==> src/hdl/bcd_ascii_adjust_unit_assert.svh <==
// Assertion macros for the decimal adjust unit.
`ifndef BCD_ASCII_ADJUST_UNIT_ASSERT_SVH
`define BCD_ASCII_ADJUST_UNIT_ASSERT_SVH

`ifndef NO_ASSERTIONS
// Same-cycle implication, checked outside reset.
`define BAA_ASSERT_IMPL(label, clk, rst, ante, cons) \
   label: assert property (@(posedge clk) disable iff (rst) (ante) |-> (cons)) \
      else $error("assertion failed");
// Next-cycle implication, checked outside reset.
`define BAA_ASSERT_NEXT(label, clk, rst, ante, cons) \
   label: assert property (@(posedge clk) disable iff (rst) (ante) |=> (cons)) \
      else $error("assertion failed");
`else
`define BAA_ASSERT_IMPL(label, clk, rst, ante, cons)
`define BAA_ASSERT_NEXT(label, clk, rst, ante, cons)
`endif

`endif

==> src/hdl/baa_pkg.sv <==
package baa_pkg;

   // Number of division and multiplication steps, one per bit of a byte.
   localparam int BAA_CELLS = 8;

   localparam logic [7:0] LIMIT_AF   = 8'h9F;
   localparam logic [7:0] LIMIT_NOAF = 8'h99;
   localparam logic [7:0] HIGH_ADJ   = 8'h60;
   localparam logic [7:0] LOW_ADJ    = 8'h06;
   localparam logic [7:0] LOW_MASK   = 8'h0F;
   localparam logic [7:0] ALL_ONES   = 8'hFF;
   localparam logic [3:0] DIGIT_MAX  = 4'd9;

   typedef enum logic [2:0] {
      OP_AAA = 3'd0,
      OP_AAS = 3'd1,
      OP_AAM = 3'd2,
      OP_AAD = 3'd3,
      OP_DAA = 3'd4,
      OP_DAS = 3'd5
   } baa_op_type;

   // One instruction travelling along the cell chain.
   typedef struct packed {
      baa_op_type op;
      logic [7:0] al;
      logic [7:0] ah;
      logic [7:0] base;
      logic       carry;
      logic       aux_carry;
      logic       zero;
      logic       sign;
      logic       parity;
      logic       overflow;
      logic [7:0] dvd;     // dividend bits still to be brought down
      logic [7:0] rem;     // partial remainder
      logic [7:0] quo;     // quotient bits so far
      logic [7:0] mcand;   // base, shifted left once per cell
      logic [7:0] mplier;  // AH, shifted right once per cell
      logic [7:0] acc;     // AH * base, accumulated modulo 256
   } baa_item_type;

   typedef struct packed {
      logic [7:0] al;
      logic [7:0] ah;
      logic       carry;
      logic       aux_carry;
      logic       zero;
      logic       sign;
      logic       parity;
      logic       overflow;
      logic       divide_error;
   } baa_result_type;

endpackage

==> src/hdl/baa_cell.sv <==
module baa_cell (
   input  logic                  clock,
   input  logic                  reset,
   input  logic                  up_valid,
   output logic                  up_ready,
   input  baa_pkg::baa_item_type up_data,
   output logic                  dn_valid,
   input  logic                  dn_ready,
   output baa_pkg::baa_item_type dn_data
);
   import baa_pkg::*;

   logic         valid_ff;
   logic         valid_in;
   baa_item_type data_ff;
   baa_item_type data_in;
   logic [8:0]   trial;
   logic         fits;

   assign up_ready = !valid_ff || dn_ready;
   assign dn_valid = valid_ff;
   assign dn_data  = data_ff;

   // One restoring division step and one shift-and-add multiply step.
   always_comb begin
      data_in = up_data;
      trial   = {up_data.rem, up_data.dvd[7]};
      fits    = trial >= {1'b0, up_data.base};
      data_in.rem    = fits ? 8'(trial - {1'b0, up_data.base}) : trial[7:0];
      data_in.quo    = {up_data.quo[6:0], fits};
      data_in.dvd    = {up_data.dvd[6:0], 1'b0};
      data_in.acc    = up_data.acc + (up_data.mplier[0] ? up_data.mcand : 8'd0);
      data_in.mcand  = {up_data.mcand[6:0], 1'b0};
      data_in.mplier = {1'b0, up_data.mplier[7:1]};
   end

   always_comb begin
      if (up_valid && up_ready) begin
         valid_in = 1'b1;
      end else if (dn_ready) begin
         valid_in = 1'b0;
      end else begin
         valid_in = valid_ff;
      end
   end

   always_ff @(posedge clock) begin
      if (reset) begin
         valid_ff <= 1'b0;
      end else begin
         valid_ff <= valid_in;
      end
   end

   always_ff @(posedge clock) begin
      if (up_valid && up_ready) begin
         data_ff <= data_in;
      end
   end

endmodule

==> src/hdl/baa_adjust.sv <==
module baa_adjust (
   input  baa_pkg::baa_item_type   item,
   output baa_pkg::baa_result_type res
);
   import baa_pkg::*;

   logic       sub;
   logic       low_adj;
   logic       high_adj;
   logic [7:0] limit;
   logic [7:0] low_sum;
   logic [7:0] dec_sum;
   logic [7:0] high_sum;
   logic       common;

   assign sub      = (item.op == OP_AAS) || (item.op == OP_DAS);
   assign low_adj  = (item.al[3:0] > DIGIT_MAX) || item.aux_carry;
   assign limit    = item.aux_carry ? LIMIT_AF : LIMIT_NOAF;
   assign high_adj = (item.al > limit) || item.carry;
   assign low_sum  = sub ? 8'(item.al - LOW_ADJ) : 8'(item.al + LOW_ADJ);
   assign dec_sum  = low_adj ? low_sum : item.al;
   assign high_sum = sub ? 8'(dec_sum - HIGH_ADJ) : 8'(dec_sum + HIGH_ADJ);

   always_comb begin
      res.al           = item.al;
      res.ah           = item.ah;
      res.carry        = item.carry;
      res.aux_carry    = item.aux_carry;
      res.zero         = item.zero;
      res.sign         = item.sign;
      res.parity       = item.parity;
      res.overflow     = item.overflow;
      res.divide_error = 1'b0;
      common           = 1'b0;
      unique case (item.op)
         OP_AAA, OP_AAS: begin
            res.al        = dec_sum & LOW_MASK;
            res.ah        = !low_adj ? item.ah :
                            (sub ? 8'(item.ah - 8'd1) : 8'(item.ah + 8'd1));
            res.carry     = low_adj;
            res.aux_carry = low_adj;
         end
         OP_AAM: begin
            if (item.base == 8'd0) begin
               res.zero         = 1'b1;
               res.sign         = 1'b0;
               res.parity       = 1'b1;
               res.carry        = 1'b0;
               res.aux_carry    = 1'b0;
               res.overflow     = 1'b0;
               res.divide_error = 1'b1;
            end else begin
               res.ah = item.quo;
               res.al = item.rem;
               common = 1'b1;
            end
         end
         OP_AAD: begin
            res.al = 8'(item.al + item.acc);
            res.ah = 8'd0;
            common = 1'b1;
         end
         OP_DAA, OP_DAS: begin
            res.al        = high_adj ? high_sum : dec_sum;
            res.aux_carry = low_adj;
            res.carry     = high_adj;
            common        = 1'b1;
         end
         default: begin
         end
      endcase
      if (common) begin
         res.zero   = (res.al & ALL_ONES) == 8'd0;
         res.sign   = res.al[7];
         res.parity = ~^res.al;
      end
   end

endmodule

==> src/hdl/bcd_ascii_adjust_unit.sv <==
// Throughput: one instruction per cycle unless the result channel stalls;
// the eight-cell chain that forms the AAM quotient and the AAD product one
// bit per cell sets the depth.
// Reset: synchronous, active high; it empties the chain and the result
// register; the data registers themselves are not reset.
module bcd_ascii_adjust_unit (
   input  logic       clock,
   input  logic       reset,
   input  logic       req_valid,
   output logic       req_ready,
   input  logic [2:0] req_operation,
   input  logic [7:0] req_al_in,
   input  logic [7:0] req_ah_in,
   input  logic [7:0] req_base,
   input  logic       req_carry_in,
   input  logic       req_aux_carry_in,
   input  logic       req_zero_in,
   input  logic       req_sign_in,
   input  logic       req_parity_in,
   input  logic       req_overflow_in,
   output logic       rsp_valid,
   input  logic       rsp_ready,
   output logic [7:0] rsp_al_out,
   output logic [7:0] rsp_ah_out,
   output logic       rsp_carry_out,
   output logic       rsp_aux_carry_out,
   output logic       rsp_zero_out,
   output logic       rsp_sign_out,
   output logic       rsp_parity_out,
   output logic       rsp_overflow_out,
   output logic       rsp_divide_error
);
   import baa_pkg::*;

`include "bcd_ascii_adjust_unit_assert.svh"

   // Links between cells: link 0 is the input channel, link BAA_CELLS feeds
   // the final adjust logic and the result register.
   logic           link_valid [BAA_CELLS+1];
   logic           link_ready [BAA_CELLS+1];
   baa_item_type   link_data  [BAA_CELLS+1];
   baa_result_type adjusted;
   baa_result_type rsp_ff;
   baa_result_type rsp_in;
   logic           rsp_valid_ff;
   logic           rsp_valid_in;

   // The instruction enters with the working fields primed: the dividend
   // is AL, the multiplier is AH and the multiplicand is the base.
   always_comb begin
      link_data[0].op        = baa_op_type'(req_operation);
      link_data[0].al        = req_al_in;
      link_data[0].ah        = req_ah_in;
      link_data[0].base      = req_base;
      link_data[0].carry     = req_carry_in;
      link_data[0].aux_carry = req_aux_carry_in;
      link_data[0].zero      = req_zero_in;
      link_data[0].sign      = req_sign_in;
      link_data[0].parity    = req_parity_in;
      link_data[0].overflow  = req_overflow_in;
      link_data[0].dvd       = req_al_in;
      link_data[0].rem       = 8'd0;
      link_data[0].quo       = 8'd0;
      link_data[0].mcand     = req_base;
      link_data[0].mplier    = req_ah_in;
      link_data[0].acc       = 8'd0;
   end

   assign link_valid[0] = req_valid;
   assign req_ready     = link_ready[0];

   // Each cell brings down one dividend bit and adds one partial product.
   // A cell takes a new instruction whenever it is empty or its own
   // instruction moves on, so the chain runs full without bubbles.
   for (genvar i = 0; i < BAA_CELLS; i++) begin : g_cell
      baa_cell u_cell (
         .clock    (clock),
         .reset    (reset),
         .up_valid (link_valid[i]),
         .up_ready (link_ready[i]),
         .up_data  (link_data[i]),
         .dn_valid (link_valid[i+1]),
         .dn_ready (link_ready[i+1]),
         .dn_data  (link_data[i+1])
      );
   end

   // Digit adjustment, selection of the quotient or product, and the flags.
   baa_adjust u_adjust (
      .item (link_data[BAA_CELLS]),
      .res  (adjusted)
   );

   // The result register parts the chain from the result channel; it takes
   // a new result in the same cycle as its old one is transferred.
   assign link_ready[BAA_CELLS] = !rsp_valid_ff || rsp_ready;

   always_comb begin
      rsp_in       = rsp_ff;
      rsp_valid_in = rsp_valid_ff;
      if (link_valid[BAA_CELLS] && link_ready[BAA_CELLS]) begin
         rsp_in       = adjusted;
         rsp_valid_in = 1'b1;
      end else if (rsp_ready) begin
         rsp_valid_in = 1'b0;
      end
   end

   always_ff @(posedge clock) begin
      if (reset) begin
         rsp_valid_ff <= 1'b0;
      end else begin
         rsp_valid_ff <= rsp_valid_in;
      end
   end

   always_ff @(posedge clock) begin
      rsp_ff <= rsp_in;
   end

   assign rsp_valid         = rsp_valid_ff;
   assign rsp_al_out        = rsp_ff.al;
   assign rsp_ah_out        = rsp_ff.ah;
   assign rsp_carry_out     = rsp_ff.carry;
   assign rsp_aux_carry_out = rsp_ff.aux_carry;
   assign rsp_zero_out      = rsp_ff.zero;
   assign rsp_sign_out      = rsp_ff.sign;
   assign rsp_parity_out    = rsp_ff.parity;
   assign rsp_overflow_out  = rsp_ff.overflow;
   assign rsp_divide_error  = rsp_ff.divide_error;

   // At the end of the chain the division must be exact: the remainder is
   // below the base, and quotient times base plus remainder gives back AL.
   `BAA_ASSERT_IMPL(a_rem_below_base, clock, reset, link_valid[BAA_CELLS] && link_data[BAA_CELLS].base != 8'd0, link_data[BAA_CELLS].rem < link_data[BAA_CELLS].base)
   `BAA_ASSERT_IMPL(a_div_exact, clock, reset, link_valid[BAA_CELLS] && link_data[BAA_CELLS].base != 8'd0, 16'(16'(link_data[BAA_CELLS].quo) * 16'(link_data[BAA_CELLS].base) + 16'(link_data[BAA_CELLS].rem)) == 16'(link_data[BAA_CELLS].al))
   // A divide error reports the flags of a zero result and clears the rest.
   `BAA_ASSERT_IMPL(a_div_error_flags, clock, reset, rsp_valid && rsp_divide_error, rsp_zero_out && rsp_parity_out && !rsp_sign_out && !rsp_carry_out && !rsp_aux_carry_out && !rsp_overflow_out)
   // A result taken from the chain appears in the result register next cycle.
   `BAA_ASSERT_NEXT(a_result_loaded, clock, reset, link_valid[BAA_CELLS] && link_ready[BAA_CELLS], rsp_valid)

endmodule

==> config.mk <==
export PLATFORM = sky130hd
export DESIGN_NAME = bcd_ascii_adjust_unit
export DESIGN_NICKNAME = d
export VERILOG_FILES = /design/src/hdl/baa_pkg.sv /design/src/hdl/baa_cell.sv /design/src/hdl/baa_adjust.sv /design/src/hdl/bcd_ascii_adjust_unit.sv
export VERILOG_INCLUDE_DIRS = /design/src /design/src/hdl
export SDC_FILE = /design/constraint.sdc
export NUM_CORES = 1
export LEC_CHECK = 0
export ABC_AREA = 0
export BUFFER_PORTS_ARGS = -buffer_cell sky130_fd_sc_hd__buf_2
export CORE_MARGIN = 5
export CORE_UTILIZATION = 67
export DETAILED_ROUTE_END_ITERATION = 12
export PLACE_DENSITY = 0.95
export RECOVER_POWER = 50
export SKIP_CTS_REPAIR_TIMING = 1
export SLEW_MARGIN = 20
export SYNTH_ARGS = -nofsm -noshare
export SYNTH_HDL_FRONTEND = slang
export SYNTH_SLANG_ARGS = --single-unit
==> constraint.sdc <==
create_clock -name clock -period 10.2 [get_ports clock]
set_input_delay 1.02 -clock clock [delete_from_list [all_inputs] [get_ports clock]]
set_output_delay 1.02 -clock clock [all_outputs]
set_load 0.005 [all_outputs]
Yosys cells after proc, flatten, opt, wreduce, memory -nomap -nowiden
Index checks and enable logic that the tools add are counted.

storage, ports and cells
  register bits = 544
  bits of input ports = 37
  output and inout port bits = 25

cells by class
  add/subtract/negate cells = 22
  order comparisons = 10
  equality and inequality tests = 5
  multiplexer cells = 49
  reduce and logical (&&, ||, !) cells = 46

operators with widths
  cell                                               count
  2-to-1 mux 8 bit                                   20
  adder 8 bit                                        8
  greater-or-equal comparator 9 x 8 -> 1 bit         7
  subtractor 8 bit                                   7
  case mux 8 bit (4 select lines)                    1
  case mux 8 bit (3 select lines)                    1
  2-to-1 mux 1 bit                                   20
  nonzero test 2 bit                                 9
  zero test 8 bit                                    2
  2-to-1 mux 16 bit                                  1
  logical OR 1 bit                                   12
  logical AND 1 bit                                  9
  zero test 1 bit                                    9
  adder 8 x 1 -> 8 bit (second input constant)       1
  adder 8 x 3 -> 8 bit (second input constant)       1
  adder 8 x 7 -> 8 bit (second input constant)       1
  greater-or-equal comparator 1 x 8 -> 1 bit         1
  > comparator 8 bit                                 1
  XNOR reduction 8 bit                               1
  subtractor 1 x 8 -> 8 bit                          1
  subtractor 8 x 1 -> 8 bit (second input constant)  1
  subtractor 8 x 3 -> 8 bit (second input constant)  1
  subtractor 8 x 7 -> 8 bit (second input constant)  1
  2-to-1 mux 7 bit                                   1
  other kinds (11)                                   15

Logic depth before layout (Yosys ltp)
Gate-level depths: netlist of the first run.

  depth in word-level cells = 12
  gate-level depth with buffers = 20

Hierarchy
A second synthesis of the first run with hierarchy kept.

second synthesis, totals
  cells, all modules = 1838
  area, all modules = 28652.5 µm²

by module, submodules not included
  module                            times used  cells an instance  area an instance (µm²)  seq. area each (µm²)
  baa_cell at g_cell[3].u_cell ...  5           192                3243.1                  2362.3
  baa_cell at g_cell[1].u_cell ...  2           192                3261.9                  2362.3
  baa_cell at g_cell[0].u_cell      1           194                3268.1                  2362.3
  baa_adjust                        1           271                1895.6                  0.0
  bcd_ascii_adjust_unit             1           29                 749.5                   710.7

Worst setup path before layout of the first run
Ideal clock, no wire load.

  path kind = input port to flip-flop
  start = input rsp_ready
  end = register g_cell[7].u_cell.data_ff (netlist bit g_cell[7].u_cell.dn_data[0]) (enable)
  setup time = 0.559 ns
  arrival time = 5.272 ns
  required time = 9.641 ns
  setup slack = 4.369 ns
  stages = 2
  path buffers = 0
  path through = nor2b_1 > a21boi_0

on the way
  longest elaborated chain between the ends = 3

RTL lines
  item                    line                         text
  start: declaration      bcd_ascii_adjust_unit.sv:22  input logic rsp_ready,
  logical OR 1 bit        bcd_ascii_adjust_unit.sv:96  assign link_ready[BAA_CELLS] = !rsp_valid_ff || rsp_ready;
  logical OR 1 bit        baa_cell.sv:20               assign up_ready = !valid_ff || dn_ready;
  logical AND 1 bit       baa_cell.sv:56               if (up_valid && up_ready) begin
  end signal: assignment  baa_cell.sv:57               data_ff <= data_in;
  end: declaration        baa_cell.sv:15               baa_item_type data_ff;

Every way passes these cells.
A chain may end at the register's enable or synchronous reset.

==> impl_metrics.toml, run 1 <==
[logic_synthesis]
synthTopCellsByArea = "edfxtp_1 69%, ha_1 6.6%, xnor2_1 2.7%, inv_1 1.9%, mux2_1 1.7%"
ys_types = 56
yosys.area.top_type_share_pct = 69.5
ys.flop_type = "edfxtp_1"
seq_area_frac_synth_pct = 70.4
yosysMostFrequentCell = "edfxtp_1"
synth_area_per_cell_um2 = 15.6
yosys_warnings = 0
synthesis.nets = 1402
synth_commonest_cells = "451 x edfxtp_1, 103 x ha_1, 100 x inv_1, 61 x xnor2_1, 48 x a21oi_1"
async_flop_share_pct = 0
synth_cells = 1248
syn_area_um2 = 19500
synth-seq-cells = 460
yosys.area.top_type = "edfxtp_1"
synth-edff-count = 451

[routing]
drt_iter0_markers = 1175
vias = 10723
remaining_drc_errors = 0
viasPerCell = 6.05
totalWireLength_mm = 39.3
wl_per_cell_um = 22.2
firstDrtPassIters = 5
postRouteAntennaNets = 0

[global_routing]
grtUsageTotal_pct = 24.1
grt_remaining_overflow = 0
grt_pass1_vias = 11236
grt_pass1_wl_mm = 61.4
grt_start_max_net_pins = 58
antenna_found_initial = 0

[cts]
clk_latency_ns = 0.55
cts_tree = "yes"
cts_buffers = 44
path_clk_slew_ns = 0.07
cts.sinks = 460
htree_num_levels = 2
root_buffer = "clkbuf_16"
cts.path.max_buffers = 3

[worst_setup_path]
critPathMaxFanout = 17
reg2reg_slack_ns = 4.86
arrival_ns = 5.63
crit_type = "reg -> reg"
cp-endpoint = "rsp_parity_out$_DFFE_PP_"
worst_setup_path_startpoint = "g_cell[7].u_cell.dn_data[79]$_DFFE_PP_"
crit_path_end_kind = "register"
critPathTopFamily = "compound AO/OA/AOI/OAI gates"
critPathSlowestCell = "nor2b_2"
r2r_start = "g_cell[7].u_cell.dn_data[79]$_DFFE_PP_"
reg2reg_to = "rsp_parity_out$_DFFE_PP_"
crit_buf_inv = 1
cp.required_ns = 10.48
path_common_cell = "xnor2_1"
crit_cells = 19
max_stage_delay_ns = 0.85
path_cells = "nor2b_2 -> inv_4 -> maj3_2 -> a21oi_2 -> o21ai_1 -> xor2_1 -> mux2_2 -> xnor2_1 -> ha_1 -> nor3_1 -> a221oi_1 -> o41ai_2 -> xnor2_1 -> o21ba_1 -> ha_1 -> xnor2_1 -> xnor2_1 -> o311ai_1 -> o21ai_0"
startpoint_type = "register"
reg2reg_depth = 19

[sta]
period_needed_ns = 5.34
finalMaxSlewViolations = 113
tightest_slew_ns = 3.23
fin_crit_sh_pct = 52.4
setup_tns_ns = 0
rsz0062_at_grt = "no"
fin_skew_ns = 0.0115
slew_headroom_pct = -115
hold_viol_final = 0
max_freq_mhz = 187
setup_violations = 0

[die]
core_um2 = 28700
die-width_um = 181
fp.dieH_um = 181
pin_count = 62
initial_core_util_pct = 67.9
die_area_um2 = 32600
std_cell_rows = 62

[pwr]
leakage_nw = 8.03
ir_drop_uv = 183
finalPower_mw = 3.82
power_density_nw_per_um2 = 176

[run]
max_cap_viol_count = 2

[layout]
drive_above_1_share_pct = 10.8
num-nets-final = 1509
area_growth_pct = 11.3
num_antenna_cells = 0

[placement]
port_buffers = 61
place.gp.congestion = 0.901
hpwl_mm = 25.3

[status]
outcome = "complete, but fails checks"
violations = "max-capacitance violations, max-slew violations"

[hold_path]
hold_path.class = "reg -> reg"
-- power by group --
part | leakage (nW) | switching, mW | internal, mW
logic | 3.17 | 0.0952 | 0.0636
registers | 4.20 | 0.0170 | 2.10
clock network | 0.657 | 0.694 | 0.850
-- flip-flops by register name, summed over array words and instances (netlist names) --
signal and cells:
g_cell.u_cell.dn_data 428, g_cell.u_cell.dn_valid 8, rsp_carry_out 1, rsp_al_out 8
rsp_zero_out 1, rsp_overflow_out 1, rsp_sign_out 1, rsp_aux_carry_out 1
rsp_valid 1, rsp_ah_out 8, rsp_divide_error 1, rsp_parity_out 1
-- worst min path at each step --
stage / start / slack, ns / depth (start not counted) / to
finish: g_cell[0].u_cell.dn_data[75]$_DFFE_PP_ / 0.41 / 0 / g_cell[1].u_cell.dn_data[75]$_DFFE_PP_
global route: g_cell[5].u_cell.dn_data[67]$_DFFE_PP_ / 0.42 / 0 / g_cell[6].u_cell.dn_data[67]$_DFFE_PP_
CTS: g_cell[0].u_cell.dn_data[62]$_DFFE_PP_ / 0.41 / 0 / g_cell[1].u_cell.dn_data[62]$_DFFE_PP_
detailed placement: g_cell[0].u_cell.dn_data[62]$_DFFE_PP_ / 0.40 / 0 / g_cell[1].u_cell.dn_data[62]$_DFFE_PP_
global placement: g_cell[3].u_cell.dn_data[64]$_DFFE_PP_ / 0.40 / 0 / g_cell[4].u_cell.dn_data[64]$_DFFE_PP_
floorplan: g_cell[0].u_cell.dn_data[0]$_SDFFCE_PN0P_ / 0.40 / 0 / g_cell[1].u_cell.dn_data[0]$_DFFE_PP_
-- cell type report --
class	count	area, um^2
fillers	1538	7000
well taps	384	480
inverters	114	430
repair buffers	71	338
flip-flops and latches	460	13700
multi-input cells	664	5380
clock inverters	29	236
clock buffers	49	1120
-- cell families (layout without fill, tap and decap cells) --
| family | count (synthesis) | count (layout) | share of synthesized area, % |
|---|---|---|---|
| muxes | 53 | 53 | 2.95 |
| adders and majority gates | 118 | 118 | 8.11 |
| buffers and inverters | 124 | 263 | 2.44 |
| AOI/OAI and AO/OA | 214 | 214 | 7.17 |
| xor gates and xnor gates | 83 | 83 | 3.73 |
| and+or+nand+nor | 196 | 196 | 5.22 |
| DFF | 460 | 460 | 70.4 |
-- cell usage in the layout (no fill, tap or decap), drive strengths merged, types with 5 or more instances in the layout --
cell	netlist	routed
mux2	36	36
clkinv	0	21
clkinvlp	0	5
buf	3	43
edfxtp	451	451
a22oi	7	7
and3	6	6
clkbuf	7	77
a21oi	58	58
o21ai	51	51
nand2b	19	19
xor2	22	22
nor3	12	12
and2	28	28
nor2b	24	24
inv	114	115
xnor2	61	61
nor2	42	42
o21bai	13	13
a211oi	17	17
ha	103	103
dfxtp	9	9
fa	14	14
nand4	16	16
a21o	36	36
nand2	36	36
mux2i	17	17
-- metrics by stage --
step / utilization (%) / instance area [um^2] / hold WS, ns / cells / setup WS, ns
2_1_floorplan: - / 19500 / 0.400 / 1248 / 4.37
3_3_place_gp: 71.0 / 20400 / 0.400 / 1693 / 5.13
3_5_place_dp: 71.0 / 20400 / 0.405 / 1693 / 4.91
4_1_cts: 75.8 / 21700 / 0.412 / 1771 / 4.88
5_1_grt: 75.6 / 21700 / 0.422 / 1771 / 4.60
6_report: 75.6 / 21700 / 0.412 / 1771 / 4.86
-- routing by layer --
metal	wire length [um]	GRT usage [%]	share of wire [%]
met3	2240	3.49	5.7
met2	20800	43.6	53
met5	0	0	0
met1	14100	28.2	36
met4	2130	12.1	5.4
Note: power is estimated with default switching activity, not from simulation.
==> run 2, diff against run 1 <==
--- a/config.mk
+++ b/config.mk
@@ -9,9 +9,9 @@
 export ABC_AREA = 0
 export BUFFER_PORTS_ARGS = -buffer_cell sky130_fd_sc_hd__buf_2
 export CORE_MARGIN = 5
-export CORE_UTILIZATION = 67
+export CORE_UTILIZATION = 62
 export DETAILED_ROUTE_END_ITERATION = 12
-export PLACE_DENSITY = 0.95
+export PLACE_DENSITY = 0.91
 export RECOVER_POWER = 50
 export SKIP_CTS_REPAIR_TIMING = 1
 export SLEW_MARGIN = 20
==> constraint.sdc (replaced) <==
create_clock -name clock -period 5 [get_ports clock]
set_input_delay 0.5 -clock clock [delete_from_list [all_inputs] [get_ports clock]]
set_output_delay 0.5 -clock clock [all_outputs]
set_load 0.005 [all_outputs]
==> impl_metrics.toml, run 2 (same netlist as run 1, synthesis figures left out) <==
[cts]
clk_latency_ns = 0.55
htree_num_levels = 2
cts.path.max_buffers = 3
cts_buffers = 44
path_clk_slew_ns = 0.06
root_buffer = "clkbuf_16"
cts_tree = "yes"
cts.sinks = 460

[layout]
mostFrequentLayoutCell = "edfxtp_1"
area_growth_pct = 11.5
stdcell_count = 1793
final_cell_mix = "451 x edfxtp_1, 103 x ha_1, 101 x inv_1"
num-nets-final = 1514
drive_above_1_share_pct = 10.7
largest_reg_flops = 428
num_antenna_cells = 0
fin_util_pct = 69.4

[die]
initial_core_util_pct = 62.3
fp.dieH_um = 187
core_um2 = 31300
pin_count = 62
std_cell_rows = 65
die_area_um2 = 35100
die-width_um = 187

[worst_setup_path]
arrival_ns = 4.71
reg2reg_depth = 19
startpoint_type = "register"
crit_path_end_kind = "register"
critPathMaxFanout = 8
cp.required_ns = 5.29
crit_type = "reg -> reg"

[pwr]
switching_power_mw = 1.57
clockPowerShare_pct = 40.2
pwr-share-seq_pct = 56.0
internal-power_mw = 6.15
leakage_nw = 8.06
sw_frac_of_total_pct = 20.4
comb_power_share_pct = 3.9
finalPower_mw = 7.72
power_density_nw_per_um2 = 355
ir_drop_uv = 323

[global_routing]
antenna_found_initial = 0
grt_pass1_wl_mm = 58.7
grt_remaining_overflow = 0
grtUsageTotal_pct = 21.0
grt_start_max_net_pins = 58
grt_pass1_vias = 11092

[sta]
period_needed_ns = 4.42
hold_viol_final = 0
max_freq_mhz = 226
finalMaxSlewViolations = 58
slew_headroom_pct = -111
fin_crit_sh_pct = 88.4
setup_violations = 0
setup_tns_ns = 0
fin_skew_ns = 0.0176
tightest_slew_ns = 3.16
rsz0062_at_grt = "no"

[status]
outcome = "complete, but fails checks"
violations = "max-capacitance violations, max-slew violations"

[routing]
viasPerCell = 5.79
firstDrtPassIters = 5
postRouteAntennaNets = 0
wl_per_cell_um = 20.2
vias = 10388
remaining_drc_errors = 0
drt_iter0_markers = 703
totalWireLength_mm = 36.3

[placement]
hpwl_mm = 24.1
placedCellCount = 1716
port_buffers = 61
place.gp.congestion = 0.852

[hold_path]
hold_path.class = "in -> reg"
whs_path_depth = 1

[run]
max_cap_viol_count = 1
-- run 2: cell type report --
type	count	area, um^2
multi-input combinational	664	5380
fill	1895	9570
clock inverter	24	198
timing repair buffer	76	379
inverter	114	430
clock buffer	53	1130
tap	402	503
sequential	460	13700
-- run 2: worst paths after layout --
path	start	end	slack (ns)
setup / recovery	g_cell[7].u_cell.dn_data[79]$_DFFE_PP_	rsp_parity_out$_DFFE_PP_	0.58
hold / removal	req_zero_in	g_cell[0].u_cell.dn_data[51]$_DFFE_PP_	0.12
setup reg to reg	g_cell[7].u_cell.dn_data[79]$_DFFE_PP_	rsp_parity_out$_DFFE_PP_	0.58
hold reg to reg	g_cell[2].u_cell.dn_data[77]$_DFFE_PP_	g_cell[3].u_cell.dn_data[77]$_DFFE_PP_	0.41
-- run 2: critical path, stage by stage, from the launching register on --
cell and delay, ns:
edfxtp_1 0.41, nor2b_2 0.35, inv_4 0.12, maj3_2 0.34, a21oi_2 0.18, o21ai_1 0.10
xor2_1 0.17, mux2_2 0.29, xnor2_1 0.14, ha_1 0.22, nor3_1 0.07, a221oi_1 0.32
o41ai_2 0.14, xnor2_1 0.30, o21ba_1 0.16, ha_1 0.23, xnor2_1 0.14, xnor2_1 0.15
o311ai_1 0.23, o21ai_0 0.12
-- run 2: through the flow --
step | setup WS (ns) | hold slack (ns) | area (um^2)
after floorplan | 0.944 | 0.400 | 19500
after detailed placement | 0.575 | 0.405 | 20500
after global placement | 0.628 | 0.401 | 20500
after global routing | 0.264 | 0.108 | 21700
final | 0.578 | 0.123 | 21700
after CTS | 0.576 | 0.105 | 21800
-- run 2: per-layer routing --
layer / up-vias / GRT usage [%] / wire (um)
met5: - / 0 / 0
met4: 0 / 8.11 / 1350
met3: 82 / 3.06 / 1670
met2: 323 / 38.8 / 19500
met1: 5113 / 24.7 / 13800
li1: 4870 / - / -
-- run 2: power by group through the flow --
stage               combinational, mW  sequential, mW  clock, mW
floorplan                       0.216            4.39          0
global placement                0.277            4.39          0
detailed placement              0.294            4.40          0
CTS                             0.303            4.32       3.16
global route                    0.333            4.32       3.33
finish                          0.300            4.32       3.10
==> run 3, diff against run 2 <==
--- a/config.mk
+++ b/config.mk
@@ -12,7 +12,7 @@
 export CORE_UTILIZATION = 62
 export DETAILED_ROUTE_END_ITERATION = 12
 export PLACE_DENSITY = 0.91
-export RECOVER_POWER = 50
+export RECOVER_POWER = 25
 export SKIP_CTS_REPAIR_TIMING = 1
 export SLEW_MARGIN = 20
 export SYNTH_ARGS = -nofsm -noshare
==> constraint.sdc (replaced) <==
create_clock -name clock -period 4.64 [get_ports clock]
set_input_delay 0.464 -clock clock [delete_from_list [all_inputs] [get_ports clock]]
set_output_delay 0.464 -clock clock [all_outputs]
set_load 0.005 [all_outputs]
==> impl_metrics.toml, run 3 (same netlist as run 1, synthesis figures left out) <==
[status]
outcome = "finished clean"

[pwr]
pwr-share-seq_pct = 55.6
internal-power_mw = 6.69
ir_drop_uv = 303
clockPowerShare_pct = 40.6
power_density_nw_per_um2 = 384
sw_frac_of_total_pct = 20.0
comb_power_share_pct = 3.8
switching_power_mw = 1.68
leakage_nw = 8.14

[worst_setup_path]
cp-endpoint = "rsp_parity_out$_DFFE_PP_"
r2r_start = "g_cell[7].u_cell.dn_data[79]$_DFFE_PP_"
crit_path_end_kind = "register"
critPathMaxFanout = 8
path_common_cell = "xnor2_1"
reg2reg_slack_ns = 0.38
max_stage_delay_ns = 0.42
reg2reg_to = "rsp_parity_out$_DFFE_PP_"
reg2reg_depth = 19
critPathSlowestCell = "edfxtp_1"
worst_setup_path_startpoint = "g_cell[7].u_cell.dn_data[79]$_DFFE_PP_"
cp.required_ns = 4.92
arrival_ns = 4.54
startpoint_type = "register"
crit_type = "reg -> reg"
path_cells = "nor2b_4 -> inv_4 -> maj3_2 -> a21oi_2 -> o21ai_1 -> xor2_1 -> mux2_2 -> xnor2_1 -> ha_1 -> nor3_1 -> a221oi_1 -> o41ai_2 -> xnor2_1 -> o21ba_1 -> ha_1 -> xnor2_1 -> xnor2_1 -> o311ai_1 -> o21ai_0"

[cts]
root_buffer = "clkbuf_16"
cts.sinks = 460
cts_tree = "yes"
clk_latency_ns = 0.55
cts.path.max_buffers = 3
htree_num_levels = 2
cts_buffers = 45
path_clk_slew_ns = 0.06

[global_routing]
grtUsageTotal_pct = 20.3
gr-usage-met3_pct = 2.95
grt_pass1_vias = 10806
grt.met1_usage_pct = 24.6
top_usage_layer = "met2"
globalRouteMet2Util_pct = 36.9
antenna_found_initial = 0
grt_start_max_net_pins = 57
grt_remaining_overflow = 0
grt_pass1_wl_mm = 56.8

[routing]
viasPerCell = 5.74
drt_iter0_markers = 730
remaining_drc_errors = 0
wl_per_cell_um = 19.6
vias = 10314
postRouteAntennaNets = 0
firstDrtPassIters = 7
totalWireLength_mm = 35.2

[layout]
multiInputGateArea_um2 = 5380
final_cell_mix = "451 x edfxtp_1, 103 x ha_1, 100 x inv_1"
seqCellArea_um2 = 13700
fillers = 1897
area_growth_pct = 11.9
mostFrequentLayoutCell = "edfxtp_1"
drive_above_1_share_pct = 12.1
stdcell_count = 1797
fin_util_pct = 69.7
num-nets-final = 1516
num_antenna_cells = 0
largest_reg_flops = 428

[sta]
setup_tns_ns = 0
rsz0062_at_grt = "no"
fin_crit_sh_pct = 91.8
finalMaxSlewViolations = 0
slew_headroom_pct = 45.7
period_needed_ns = 4.26
hold_viol_final = 0
max_freq_mhz = 235
tightest_slew_ns = 0.806
setup_violations = 0
fin_skew_ns = 0.0162

[hold_path]
hold_path.class = "in -> reg"

[die]
core_um2 = 31300
fp.dieH_um = 187
std_cell_rows = 65
die_area_um2 = 35100
pin_count = 62
die-width_um = 187
initial_core_util_pct = 62.3

[placement]
port_buffers = 61
placedCellCount = 1716
hpwl_mm = 23.5
place.gp.congestion = 0.883

[run]
max_cap_viol_count = 0
[run 3: area by class of cell]
cell class,instances,share of cell area [%]
clock inverter,23,0.860
inverter,114,1.97
clock buffer,57,5.46
timing repair buffer,77,1.87
sequential,460,62.9
tap,402,2.30
multi-input combinational,664,24.7
[run 3: how the worst min path moves through the flow]
| stage | start | endpoint | slack [ns] | cells after the start |
|---|---|---|---|---|
| after global routing | req_al_in[1] | g_cell[0].u_cell.dn_data[71]$_DFFE_PP_ | 0.08 | 1 |
| after CTS | req_ah_in[1] | g_cell[0].u_cell.dn_data[63]$_DFFE_PP_ | 0.08 | 1 |
| after detailed placement | g_cell[0].u_cell.dn_data[78]$_DFFE_PP_ | g_cell[1].u_cell.dn_data[78]$_DFFE_PP_ | 0.40 | 0 |
| final | req_ah_in[1] | g_cell[0].u_cell.dn_data[63]$_DFFE_PP_ | 0.1 | 1 |
| after global placement | g_cell[6].u_cell.dn_data[66]$_DFFE_PP_ | g_cell[7].u_cell.dn_data[66]$_DFFE_PP_ | 0.40 | 0 |
| after floorplan | g_cell[0].u_cell.dn_data[0]$_SDFFCE_PN0P_ | g_cell[1].u_cell.dn_data[0]$_DFFE_PP_ | 0.40 | 0 |
[run 3: critical path: cells and delay by family, from the launching register on]
family,cells,cell delay (ns)
and+or+nand+nor,2,0.32
xor gates and xnor gates,5,0.89
adders and majority gates,3,0.78
DFF,1,0.42
AOI/OAI and AO/OA,7,1.20
buffers and inverters,1,0.10
muxes,1,0.30
[run 3: layer usage]
layer | routed length [um] | vias up
met3 | 1500 | 97
met4 | 1320 | 0
met5 | 0 | -
met1 | 13700 | 5020
li1 | - | 4877
met2 | 18700 | 320
[run 3: power by group through the flow]
stage	registers [mW]	clock network [mW]	logic (mW)
after floorplan	4.73	0	0.233
after global placement	4.73	0	0.296
after detailed placement	4.74	0	0.313
after CTS	4.65	3.47	0.322
after global routing	4.66	3.65	0.356
final	4.65	3.40	0.320
[run 3: through the flow]
| stage | cell area, um^2 | power (mW) | hold slack [ns] | setup slack [ns] |
|---|---|---|---|---|
| final | 21800 | 8.37 | 0.0993 | 0.381 |
| after floorplan | 19500 | 4.96 | 0.400 | 0.608 |
| after global placement | 20500 | 5.03 | 0.400 | 0.303 |
| after detailed placement | 20500 | 5.05 | 0.405 | 0.227 |
| after CTS | 21800 | 8.45 | 0.0752 | 0.220 |
| after global routing | 21800 | 8.66 | 0.0776 | 0.0237 |
